**config.mk**
```make
export PLATFORM = sky130hd
export DESIGN_NAME = thrust_saturation_normalizer
export DESIGN_NICKNAME = d
export VERILOG_FILES = /design/src/hdl/tsn_pkg.sv /design/src/hdl/tsn_div.sv /design/src/hdl/thrust_saturation_normalizer.sv
export SDC_FILE = /design/constraint.sdc
export NUM_CORES = 1
export LEC_CHECK = 0
export BUFFER_PORTS_ARGS = -buffer_cell sky130_fd_sc_hd__buf_2
export CORE_MARGIN = 10
export CORE_UTILIZATION = 62
export DETAILED_ROUTE_END_ITERATION = 6
export PLACE_DENSITY_LB_ADDON = 0.08
export SYNTH_ARGS = -nofsm -noshare
export SYNTH_HDL_FRONTEND = slang
export SYNTH_SLANG_ARGS = --single-unit
```
**constraint.sdc**
```tcl
create_clock -name clk_i -period 5.5 [get_ports clk_i]
set_input_delay 0.825 -clock clk_i [delete_from_list [all_inputs] [get_ports clk_i]]
set_output_delay 0.825 -clock clk_i [all_outputs]
set_load 0.05 [all_outputs]
```
**src/hdl/tsn_pkg.sv**
```systemverilog
// ============================================================================
// tsn_pkg
// Shared constants and types for the thrust saturation normalizer.
// ============================================================================
package tsn_pkg;

  // Set size and derived widths
  localparam int MaxThrusters = 16;
  localparam int IdxW         = $clog2(MaxThrusters);
  localparam int CntW         = $clog2(MaxThrusters + 1);

  // Field widths
  localparam int ForceW = 32;
  localparam int LimitW = 31;
  localparam int EffW   = 32;

  // Divider geometry: dividend is a 32-bit magnitude shifted up by 16
  localparam int FracW = 16;
  localparam int DvdW  = EffW + FracW;
  localparam int DvsW  = 32;

  // Packed stream widths, rounded to whole bytes
  localparam int InDataW  = ((ForceW + 2 * LimitW + 7) / 8) * 8;
  localparam int OutDataW = ((EffW + 4 + 7) / 8) * 8;

  // Q16.16 constants
  localparam logic [EffW-1:0] OneQ16  = 32'h0001_0000;
  localparam logic [EffW-1:0] PosSat  = 32'h7FFF_FFFF;
  localparam logic [EffW-1:0] NegSat  = 32'h8000_0000;

  typedef enum logic [2:0] {
    S_IDLE,
    S_NORM,
    S_LOAD,
    S_SCALE,
    S_OUT
  } tsn_state_e;

endpackage

```
**src/hdl/tsn_div.sv**
```systemverilog
// ============================================================================
// tsn_div
// Restoring divider, one quotient bit per cycle, shared by the normalize
// and the scaling passes.
// ============================================================================
module tsn_div
  import tsn_pkg::*;
(
  input  logic            clk_i,
  input  logic            rst_ni,
  input  logic            start_i,
  input  logic [DvdW-1:0] dividend_i,
  input  logic [DvsW-1:0] divisor_i,
  output logic            done_o,
  output logic [DvdW-1:0] quotient_o
);

  localparam int StepW = $clog2(DvdW + 1);
  localparam logic [StepW-1:0] Steps = StepW'(DvdW);

  logic [DvsW-1:0]  rem_q, rem_d;
  logic [DvdW-1:0]  quo_q, quo_d;
  logic [DvsW-1:0]  dvs_q, dvs_d;
  logic [StepW-1:0] cnt_q, cnt_d;
  logic             busy_q, busy_d;
  logic             done_q, done_d;
  logic [DvsW:0]    trial;
  logic [DvsW:0]    shifted;

  // One trial subtraction per cycle
  always_comb begin
    shifted = {rem_q, quo_q[DvdW-1]};
    trial   = shifted - {1'b0, dvs_q};
    rem_d   = rem_q;
    quo_d   = quo_q;
    dvs_d   = dvs_q;
    cnt_d   = cnt_q;
    busy_d  = busy_q;
    done_d  = 1'b0;
    if (start_i) begin
      rem_d  = '0;
      quo_d  = dividend_i;
      dvs_d  = divisor_i;
      cnt_d  = Steps;
      busy_d = 1'b1;
    end else if (busy_q) begin
      if (!trial[DvsW]) begin
        rem_d = trial[DvsW-1:0];
        quo_d = {quo_q[DvdW-2:0], 1'b1};
      end else begin
        rem_d = shifted[DvsW-1:0];
        quo_d = {quo_q[DvdW-2:0], 1'b0};
      end
      cnt_d = cnt_q - 1'b1;
      if (cnt_q == StepW'(1)) begin
        busy_d = 1'b0;
        done_d = 1'b1;
      end
    end
  end

  // Control state
  always_ff @(posedge clk_i or negedge rst_ni) begin
    if (!rst_ni) begin
      cnt_q  <= '0;
      busy_q <= 1'b0;
      done_q <= 1'b0;
    end else begin
      cnt_q  <= cnt_d;
      busy_q <= busy_d;
      done_q <= done_d;
    end
  end

  // Datapath
  always_ff @(posedge clk_i) begin
    rem_q <= rem_d;
    quo_q <= quo_d;
    dvs_q <= dvs_d;
  end

  assign done_o     = done_q;
  assign quotient_o = quo_q;

endmodule

```
**src/hdl/thrust_saturation_normalizer.sv**
```systemverilog
// ============================================================================
// thrust_saturation_normalizer
// Normalizes thruster forces by their sign-matched limit, tracks the peak
// efforts and emits the whole set, rescaled if a peak is above 1.0.
// ============================================================================
//
// Channel   Dir  Beat contents
// s_axis    in   tdata: force[31:0], fwd limit[62:32], rev limit[93:63];
//                tlast: last thruster of the set
// m_axis    out  tdata: effort[31:0], thruster index[35:32]; tlast: last effort
//
// Each of up to 16 thrusters per set is normalized by the 48-step bit-serial divider.
// On the last thruster the set is emitted, each effort going through S_LOAD,
// then S_SCALE when scaling is needed, then S_OUT, where output stalls hold it.
// s_axis_tready is high only while idle; nothing is accepted during emission.
// Reset clears the count and both peaks; stored efforts need no clearing.
// A stalled output beat holds until taken.
module thrust_saturation_normalizer
  import tsn_pkg::*;
(
  input  logic                clk_i,
  input  logic                rst_ni,
  input  logic                s_axis_tvalid,
  output logic                s_axis_tready,
  input  logic [InDataW-1:0]  s_axis_tdata,   // force, forward_limit, reverse_limit, pad
  input  logic                s_axis_tlast,   // last_thruster
  output logic                m_axis_tvalid,
  input  logic                m_axis_tready,
  output logic [OutDataW-1:0] m_axis_tdata,   // effort, thruster_index, pad
  output logic                m_axis_tlast    // last_effort
);

  tsn_state_e state_q, state_d;

  logic [CntW-1:0]   cnt_q, cnt_d;
  logic [IdxW-1:0]   idx_q, idx_d;
  logic [EffW-1:0]   fpeak_q, fpeak_d;
  logic [EffW-1:0]   rpeak_q, rpeak_d;
  logic              last_q, last_d;
  logic              neg_q, neg_d;
  logic [EffW-1:0]   eff_q, eff_d;
  logic [EffW-1:0]   buf_q [MaxThrusters];

  logic              buf_we;
  logic [EffW-1:0]   buf_wdata;

  logic              div_start;
  logic [DvdW-1:0]   div_dvd;
  logic [DvsW-1:0]   div_dvs;
  logic              div_done;
  logic [DvdW-1:0]   div_quo;

  logic              in_beat;
  logic [ForceW-1:0] in_force;
  logic [LimitW-1:0] in_flim;
  logic [LimitW-1:0] in_rlim;
  logic              in_neg;
  logic [EffW-1:0]   in_mag;
  logic [LimitW-1:0] in_lim;

  logic [EffW-1:0]   sat_mag;
  logic [EffW-1:0]   rd_eff;
  logic              rd_neg;
  logic [EffW-1:0]   rd_mag;
  logic              scale_en;
  logic [EffW-1:0]   scale_dvs;
  logic              out_last;

  // Input unpacking
  assign in_force = s_axis_tdata[ForceW-1:0];
  assign in_flim  = s_axis_tdata[ForceW+LimitW-1:ForceW];
  assign in_rlim  = s_axis_tdata[ForceW+2*LimitW-1:ForceW+LimitW];
  assign in_neg   = in_force[ForceW-1];
  assign in_mag   = in_neg ? (~in_force + 1'b1) : in_force;
  assign in_lim   = in_neg ? in_rlim : in_flim;
  assign in_beat  = s_axis_tvalid && s_axis_tready;

  // Saturate the normalize quotient by sign
  always_comb begin
    if (neg_q) begin
      sat_mag = (div_quo > {{FracW{1'b0}}, NegSat}) ? NegSat : div_quo[EffW-1:0];
    end else begin
      sat_mag = (div_quo > {{FracW{1'b0}}, PosSat}) ? PosSat : div_quo[EffW-1:0];
    end
  end

  // Scale divisor from the peaks
  always_comb begin
    scale_en  = 1'b0;
    scale_dvs = rpeak_q;
    if (fpeak_q > OneQ16 && fpeak_q > rpeak_q) begin
      scale_en  = 1'b1;
      scale_dvs = fpeak_q;
    end else if (rpeak_q > OneQ16) begin
      scale_en  = 1'b1;
    end
  end

  // Stored effort read
  assign rd_eff   = buf_q[idx_q];
  assign rd_neg   = rd_eff[EffW-1];
  assign rd_mag   = rd_neg ? (~rd_eff + 1'b1) : rd_eff;
  assign out_last = ({1'b0, idx_q} + 1'b1) == cnt_q;

  // Sequencer
  always_comb begin
    state_d   = state_q;
    cnt_d     = cnt_q;
    idx_d     = idx_q;
    fpeak_d   = fpeak_q;
    rpeak_d   = rpeak_q;
    last_d    = last_q;
    neg_d     = neg_q;
    eff_d     = eff_q;
    buf_we    = 1'b0;
    buf_wdata = neg_q ? (~sat_mag + 1'b1) : sat_mag;
    div_start = 1'b0;
    div_dvd   = {in_mag, {FracW{1'b0}}};
    div_dvs   = {1'b0, (in_lim == '0) ? LimitW'(1) : in_lim};
    case (state_q)
      S_IDLE: begin
        if (in_beat) begin
          last_d = s_axis_tlast;
          neg_d  = in_neg;
          if (cnt_q < CntW'(MaxThrusters)) begin
            div_start = 1'b1;
            state_d   = S_NORM;
          end else if (s_axis_tlast) begin
            idx_d   = '0;
            state_d = S_LOAD;
          end
        end
      end
      S_NORM: begin
        if (div_done) begin
          buf_we = 1'b1;
          cnt_d  = cnt_q + 1'b1;
          if (neg_q) begin
            if (sat_mag > rpeak_q) rpeak_d = sat_mag;
          end else begin
            if (sat_mag > fpeak_q) fpeak_d = sat_mag;
          end
          if (last_q) begin
            idx_d   = '0;
            state_d = S_LOAD;
          end else begin
            state_d = S_IDLE;
          end
        end
      end
      S_LOAD: begin
        neg_d = rd_neg;
        if (scale_en) begin
          div_dvd   = {rd_mag, {FracW{1'b0}}};
          div_dvs   = scale_dvs;
          div_start = 1'b1;
          state_d   = S_SCALE;
        end else begin
          eff_d   = rd_eff;
          state_d = S_OUT;
        end
      end
      S_SCALE: begin
        if (div_done) begin
          eff_d   = neg_q ? (~div_quo[EffW-1:0] + 1'b1) : div_quo[EffW-1:0];
          state_d = S_OUT;
        end
      end
      S_OUT: begin
        if (m_axis_tready) begin
          if (out_last) begin
            cnt_d   = '0;
            fpeak_d = '0;
            rpeak_d = '0;
            state_d = S_IDLE;
          end else begin
            idx_d   = idx_q + 1'b1;
            state_d = S_LOAD;
          end
        end
      end
      default: begin
        state_d = S_IDLE;
      end
    endcase
  end

  // Control registers
  always_ff @(posedge clk_i or negedge rst_ni) begin
    if (!rst_ni) begin
      state_q <= S_IDLE;
      cnt_q   <= '0;
      idx_q   <= '0;
      fpeak_q <= '0;
      rpeak_q <= '0;
      last_q  <= 1'b0;
    end else begin
      state_q <= state_d;
      cnt_q   <= cnt_d;
      idx_q   <= idx_d;
      fpeak_q <= fpeak_d;
      rpeak_q <= rpeak_d;
      last_q  <= last_d;
    end
  end

  // Payload registers and effort store
  always_ff @(posedge clk_i) begin
    neg_q <= neg_d;
    eff_q <= eff_d;
    if (buf_we) begin
      buf_q[cnt_q[IdxW-1:0]] <= buf_wdata;
    end
  end

  tsn_div u_div (
    .clk_i      (clk_i),
    .rst_ni     (rst_ni),
    .start_i    (div_start),
    .dividend_i (div_dvd),
    .divisor_i  (div_dvs),
    .done_o     (div_done),
    .quotient_o (div_quo)
  );

  // Output beat
  assign s_axis_tready = (state_q == S_IDLE);
  assign m_axis_tvalid = (state_q == S_OUT);
  assign m_axis_tdata  = {{(OutDataW-EffW-IdxW){1'b0}}, idx_q, eff_q};
  assign m_axis_tlast  = out_last;

endmodule

```
==> flow_metrics.py, run 1 <==
metrics = {
    "floorplan": {
        "die_w_um": 265,
        "ios": 144,
        "core_area_um2": 59200,
        "rows": 89,
        "die_y_um": 265,
        "start_util": 0.628,
        "die-area_um2": 70200,
    },
    "critical_path": {
        "crit_path_end_kind": "flop",
        "arrival_ps": 5700,
        "cp-start-kind": "flop",
        "cp.required_ps": 6010,
        "crit_type": "flop to flop",
        "path_max_fanout": 20,
    },
    "place": {
        "place_hpwl_um": 72800,
        "io_buffers": 137,
        "globalplace.congestion": 0.975,
        "pre_cts_slack_ps": 341,
        "place_inst": 3727,
    },
    "sta": {
        "slew_violations": 0,
        "period_minus_slack_ps": 5190,
        "final.period_utilization": 0.944,
        "worstMarginPinSlew_ps": 1290,
        "whs_ps": 202,
        "setup_slack_ps": 310,
        "setup_viol": 0,
        "rsz0062_at_grt": "no",
        "fin_setup_tns_ps": 0,
        "max_slew_margin": 0.136,
        "hold_viol_final": 0,
        "skew_ps": 44.5,
        "max_freq_mhz": 193,
    },
    "routing": {
        "drc": 0,
        "viasPerCell": 6.76,
        "finalWirelength_um": 111000,
        "via_count": 26173,
        "avgRoutedWirePerCell_um": 28.5,
        "ant_nets": 0,
        "drt_iter0_markers": 3279,
        "drtPass1Iterations": 6,
    },
    "cts": {
        "htree_num_levels": 3,
        "root_buffer": "clkbuf_16",
        "cts_made_buffers": 78,
        "cts_tree": "built",
        "clk_path_buf_depth": 3,
        "clk_pin_slew_worst_paths_ps": 60,
        "clock_latency_ps": 640,
        "cts_sinks": 742,
    },
    "power_and_ir_drop": {
        "seq_power_share": 0.371,
        "leakage_nw": 15.3,
        "power_mw": 21.4,
        "power.density_nw_per_um2": 508,
        "p_clk_frac": 0.255,
        "intPower_mw": 13.5,
        "swShare": 0.366,
        "switchingPower_mw": 7.82,
        "peakVddDrop_v": 0.000428,
        "p_comb_frac": 0.374,
    },
    "final_layout": {
        "synthToLayoutAreaGrowth_pct": 13.0,
        "final_layout_size_suffix_gt1_frac": 0.186,
        "finalNonFillerCells": 3873,
        "fin_nets": 3276,
        "num-fill-cells": 3946,
    },
    "grt": {
        "grt_util_met1": 0.416,
        "grt_overflow": 0,
        "grt_pass1_vias": 26006,
        "grt_pass1_wl_um": 165000,
        "use_met2": 0.505,
        "grt_util_met3": 0.0482,
        "grt_busiest_layer": "met2",
        "antenna_found_initial": 7,
        "grt_max_degree": 81,
        "track_usage": 0.314,
    },
    "yosys": {
        "ys.flop_type": "edfxtp_1",
        "synth.avg_cell_area_um2": 13.0,
        "syn_area_um2": 37200,
        "ys_seq_area_frac": 0.579,
        "synth_cell_types": 78,
        "ys_seq_elements": 742,
        "yosysWarnings": 0,
        "async_flop_share": 0.115,
        "synth_edf_count": 625,
        "syn_inst": 2852,
    },
    "run_status": {
        "status": "finished clean",
    },
    "min_path": {
        "hold_class": "primary input to asynchronous set/reset pin",
    },
    "job": {
        "maxCapViolCount": 0,
    },
}
==> worst max-delay path, cell delays in order, from the launching register on <==
cell and delay [ps]:
edfxtp_1 490, or4_1 640, nor4_1 320, nand4b_1 150, a21oi_1 390, nor2_2 60, buf_4 220, nor2_1 300
buf_4 190, ha_1 110, nand4_1 180, nor4_1 460, and2_1 210, a21oi_1 90, and2_1 200, a32oi_1 220
and2_1 220, buf_4 300, a21oi_1 130, o32ai_1 170
==> power by group through the flow <==
stage               Combinational (mW)  Sequential (mW)  Clock [mW]
finish                            7.99             7.93        5.45
global route                      8.66             8.00        5.70
CTS                               7.86             7.91        5.50
detailed placement                7.76             8.02           0
global placement                  7.60             7.99           0
floorplan                         5.43             7.73           0
==> worst paths after layout <==
check	from	to	slack, ps	cells after the start
setup / recovery	u_div.quotient_o[14]	fpeak_q[26]	310	19
hold / removal	rst_ni	rpeak_q[6]	200	1
setup reg to reg	u_div.quotient_o[14]	fpeak_q[26]	310	19
hold reg to reg	u_div.rem_q[26]	u_div.rem_q[26]	490	2
max in group asynchronous	rst_ni	u_div.busy_q	4200	2
min in group clk_i	m_axis_tready	state_q[2]	420	2
==> cells in the final DEF (no fill, tap or decap), drive strengths merged, types with 30 or more instances in the layout <==
master and n:
a211oi 48, a21o 33, a21oi 172, a22o 105, buf 262, clkbuf 92
clkinv 36, dfrtp 85, dfxtp 32, edfxtp 625, ha 139, inv 135
mux2i 47, mux4 143, nand2 157, nand4 33, nor2 220, nor3 39
nor4 36, o21ai 162, o31ai 30, xnor2 80, xor2 70
==> per-stage QoR <==
stage	util	instance area (µm²)
finish	0.710	42000
global route	0.710	42000
CTS	0.709	42000
detailed placement	0.664	39400
global placement	0.664	39400
floorplan	-	37200
==> flip-flops by register name (all words and copies together), names as in the netlist <==
signal,count
neg_q,1
u_div.busy_q,1
u_div.done_o,1
fpeak_q,32
u_div.dvs_q,32
idx_q,4
last_q,1
cnt_q,5
rpeak_q,32
state_q,3
buf_q,512
u_div.quotient_o,48
eff_q,32
u_div.cnt_q,6
u_div.rem_q,32
==> layer usage <==
layer,share of wire,vias to the layer above
met5,0.00025,-
li1,-,11366
met4,0.047,4
met2,0.47,1531
met1,0.39,12997
met3,0.093,275
==> layout make-up <==
type	instances	area, µm²	area share
diodes	1	2.50	0.0000595
clock buffers	92	2040	0.0484
clock inverters	52	606	0.0144
inverters	132	495	0.0118
multi-input cells	1819	14700	0.350
flip-flops and latches	742	21500	0.512
well taps	773	967	0.0230
repair buffers	262	1690	0.0402
==> cells by family after synthesis <==
| logic type | share of synthesized area |
|---|---|
| AND/OR/NAND/NOR | 0.0834 |
| buffers and inverters | 0.0322 |
| multiplexers | 0.100 |
| AO/OA/AOI/OAI | 0.122 |
| XOR/XNOR | 0.0353 |
| flip-flops | 0.579 |
| other | 0.000101 |
| adder cells (fa/ha/maj) | 0.0473 |
==> cells in the mapped netlist, types with 70 or more instances <==
| cell | number | area share |
|---|---|---|
| a22o_1 | 105 | 0.025 |
| clkbuf_1 | 121 | 0.012 |
| o21ai_0 | 151 | 0.020 |
| xnor2_1 | 80 | 0.019 |
| nand2_1 | 157 | 0.016 |
| dfrtp_1 | 85 | 0.057 |
| inv_1 | 131 | 0.013 |
| xor2_1 | 70 | 0.016 |
| nor2_1 | 220 | 0.022 |
| a21oi_1 | 172 | 0.023 |
| mux4_2 | 137 | 0.083 |
| ha_1 | 139 | 0.047 |
| edfxtp_1 | 625 | 0.50 |
==> repair_timing <==
action	4_1_cts	5_1_grt
resized for setup	0	4
endpoints found under the hold margin	0	0
setup endpoints to repair	0	46
hold buffers	0	0
setup buffers	0	0
(Power assumes the default switching activity.)
==> run 2: changes to the inputs <==
--- a/config.mk
+++ b/config.mk
@@ -6,8 +6,8 @@
 export NUM_CORES = 1
 export LEC_CHECK = 0
 export BUFFER_PORTS_ARGS = -buffer_cell sky130_fd_sc_hd__buf_2
-export CORE_MARGIN = 10
-export CORE_UTILIZATION = 62
+export CORE_MARGIN = 1.5
+export CORE_UTILIZATION = 55
 export DETAILED_ROUTE_END_ITERATION = 6
 export PLACE_DENSITY_LB_ADDON = 0.08
 export SYNTH_ARGS = -nofsm -noshare
==> run 2 against run 1 <==
  * Clock-buffer cell count rose by 3
  * Via count shrank 2.3%
  * Register-to-register slack improved by 30 ps
  * Setup slack improved by 29 ps
  * Flip-flop and latch count unchanged
  * Sequential share of layout area down 0.068 points
  * Non-clock buffer count increased by 7
  * Clock skew decreased by 9.1 ps
  * Fmax increased by 0.57%
  * Largest cell class unchanged
  * Highest routed layer unchanged
==> flow_metrics.py, run 2 (same netlist as run 1, synthesis figures left out) <==
metrics = {
    "run_status": {
        "status": "finished clean",
    },
    "cts": {
        "cts_made_buffers": 78,
        "cts_sinks": 742,
        "htree_num_levels": 3,
        "cts_setup_buffers": 0,
        "clock_latency_ps": 650,
        "root_buffer": "clkbuf_16",
        "clk_pin_slew_worst_paths_ps": 60,
        "cts_resized": 0,
        "cts_tree": "built",
        "ctsHoldBuffers": 0,
        "clk_path_buf_depth": 3,
    },
    "routing": {
        "viasPerCell": 6.43,
        "avgRoutedWirePerCell_um": 27.1,
        "ant_nets": 0,
        "via_count": 25584,
        "finalWirelength_um": 108000,
        "drc": 0,
        "drtPass1Iterations": 6,
        "drt_iter0_markers": 2778,
    },
    "critical_path": {
        "arrival_ps": 5740,
        "cpMostUsedCell": "buf_4",
        "cp_top_family": "compound AO/OA/AOI/OAI gates",
        "crit_path_end_kind": "flop",
        "path_cells": "inv_1, ha_1, nand4_1, nand4b_1, a21oi_1, nor2_4, buf_4, nor2_1, buf_4, ha_1, nor2b_1, o21a_1, o21ai_0, a211o_1, o21ai_0, a32oi_1, a21oi_2, buf_4, a22o_1, a22o_1",
        "cp-start-kind": "flop",
        "slowest_delay_ps": 530,
        "cp.required_ps": 6080,
        "cp.buffers_inverters": 4,
        "path_max_fanout": 25,
        "crit_slowest_cell": "a21oi_2",
        "crit_type": "flop to flop",
    },
    "place": {
        "globalplace.congestion": 0.959,
        "place_hpwl_um": 73400,
        "pre_cts_slack_ps": 335,
        "io_buffers": 137,
        "place_inst": 3834,
    },
    "final_layout": {
        "final_layout_size_suffix_gt1_frac": 0.186,
        "largest_reg_flops": 512,
        "layout_commonest_cell": "edfxtp_1",
        "finalNonFillerCells": 3976,
        "synthToLayoutAreaGrowth_pct": 13.2,
        "fin_util": 0.628,
        "layout_common_cells": "625 x edfxtp_1, 200 x nor2_1, 171 x a21oi_1",
        "fin_nets": 3283,
    },
    "sta": {
        "whs_ps": 172,
        "hold_viol_final": 0,
        "skew_ps": 35.4,
        "setup_slack_ps": 339,
        "max_freq_mhz": 194,
        "period_minus_slack_ps": 5160,
        "fin_setup_tns_ps": 0,
        "worstMarginPinSlew_ps": 1290,
        "final.period_utilization": 0.938,
        "max_slew_margin": 0.140,
        "setup_viol": 0,
        "rsz0062_at_grt": "no",
        "slew_violations": 0,
    },
    "grt": {
        "use_met2": 0.508,
        "grt_pass1_vias": 25348,
        "antenna_found_initial": 8,
        "grt_overflow": 0,
        "grt_max_degree": 67,
        "grt_util_met3": 0.0465,
        "track_usage": 0.312,
        "grt_busiest_layer": "met2",
        "grt_pass1_wl_um": 161000,
        "grt_util_met1": 0.427,
    },
    "floorplan": {
        "die-area_um2": 69200,
        "die_y_um": 263,
        "die_w_um": 263,
        "start_util": 0.555,
        "core_area_um2": 67000,
        "ios": 144,
        "rows": 95,
    },
    "min_path": {
        "hold_class": "primary input to asynchronous set/reset pin",
    },
    "job": {
        "maxCapViolCount": 0,
    },
    "power_and_ir_drop": {
        "power.density_nw_per_um2": 503,
        "peakVddDrop_v": 0.000309,
        "leakage_nw": 15.2,
    },
}
==> run 2: changes by cell type in the layout (fill, tap and decap cells not counted), sizes merged <==
cell / delta
inv: -2
clkbuf: +3
clkinv: -3
diode: +1
bufinv: -5
buf: +7
clkinvlp: +2
==> run 2: metal layers <==
layer	vias to the layer above	part of all wire
met5	-	0.00032
met4	6	0.041
met3	231	0.070
met2	1090	0.48
met1	12876	0.41
li1	11381	-
==> run 2: area by class of cell <==
| class | count | area, µm² |
|---|---|---|
| inverter | 132 | 495 |
| antenna | 2 | 5.00 |
| clock inverter | 44 | 487 |
| clock buffer | 95 | 2050 |
| tap | 873 | 1090 |
| fill | 5130 | 24900 |
| multi-input combinational | 1819 | 14700 |
| timing repair buffer | 269 | 1750 |
| sequential | 742 | 21500 |
==> run 2: worst paths after layout <==
path,cells past startpoint,from,to,slack (ps)
setup reg to reg,20,u_div.quotient_o[0],fpeak_q[0],340
min in group clk_i,2,m_axis_tready,state_q[2],430
hold / removal,1,rst_ni,rpeak_q[5],170
max in group asynchronous,2,rst_ni,u_div.busy_q,4230
hold reg to reg,2,u_div.rem_q[21],u_div.rem_q[21],490
setup / recovery,20,u_div.quotient_o[0],fpeak_q[0],340
==> run 2: through the flow <==
step	total power [mW]	area, µm²
2_1_floorplan	13.2	37200
3_3_place_gp	15.8	39500
3_5_place_dp	15.9	39500
4_1_cts	21.2	42100
5_1_grt	22.2	42100
6_report	21.2	42100
==> run 2: where the power goes <==
| part | total (mW) | internal [mW] | switching, mW |
|---|---|---|---|
| sequential | 7.88 | 7.32 | 0.563 |
| clock | 5.21 | 2.93 | 2.28 |
| combinational | 8.09 | 3.09 | 5.00 |
| total | 21.2 | 13.3 | 7.85 |
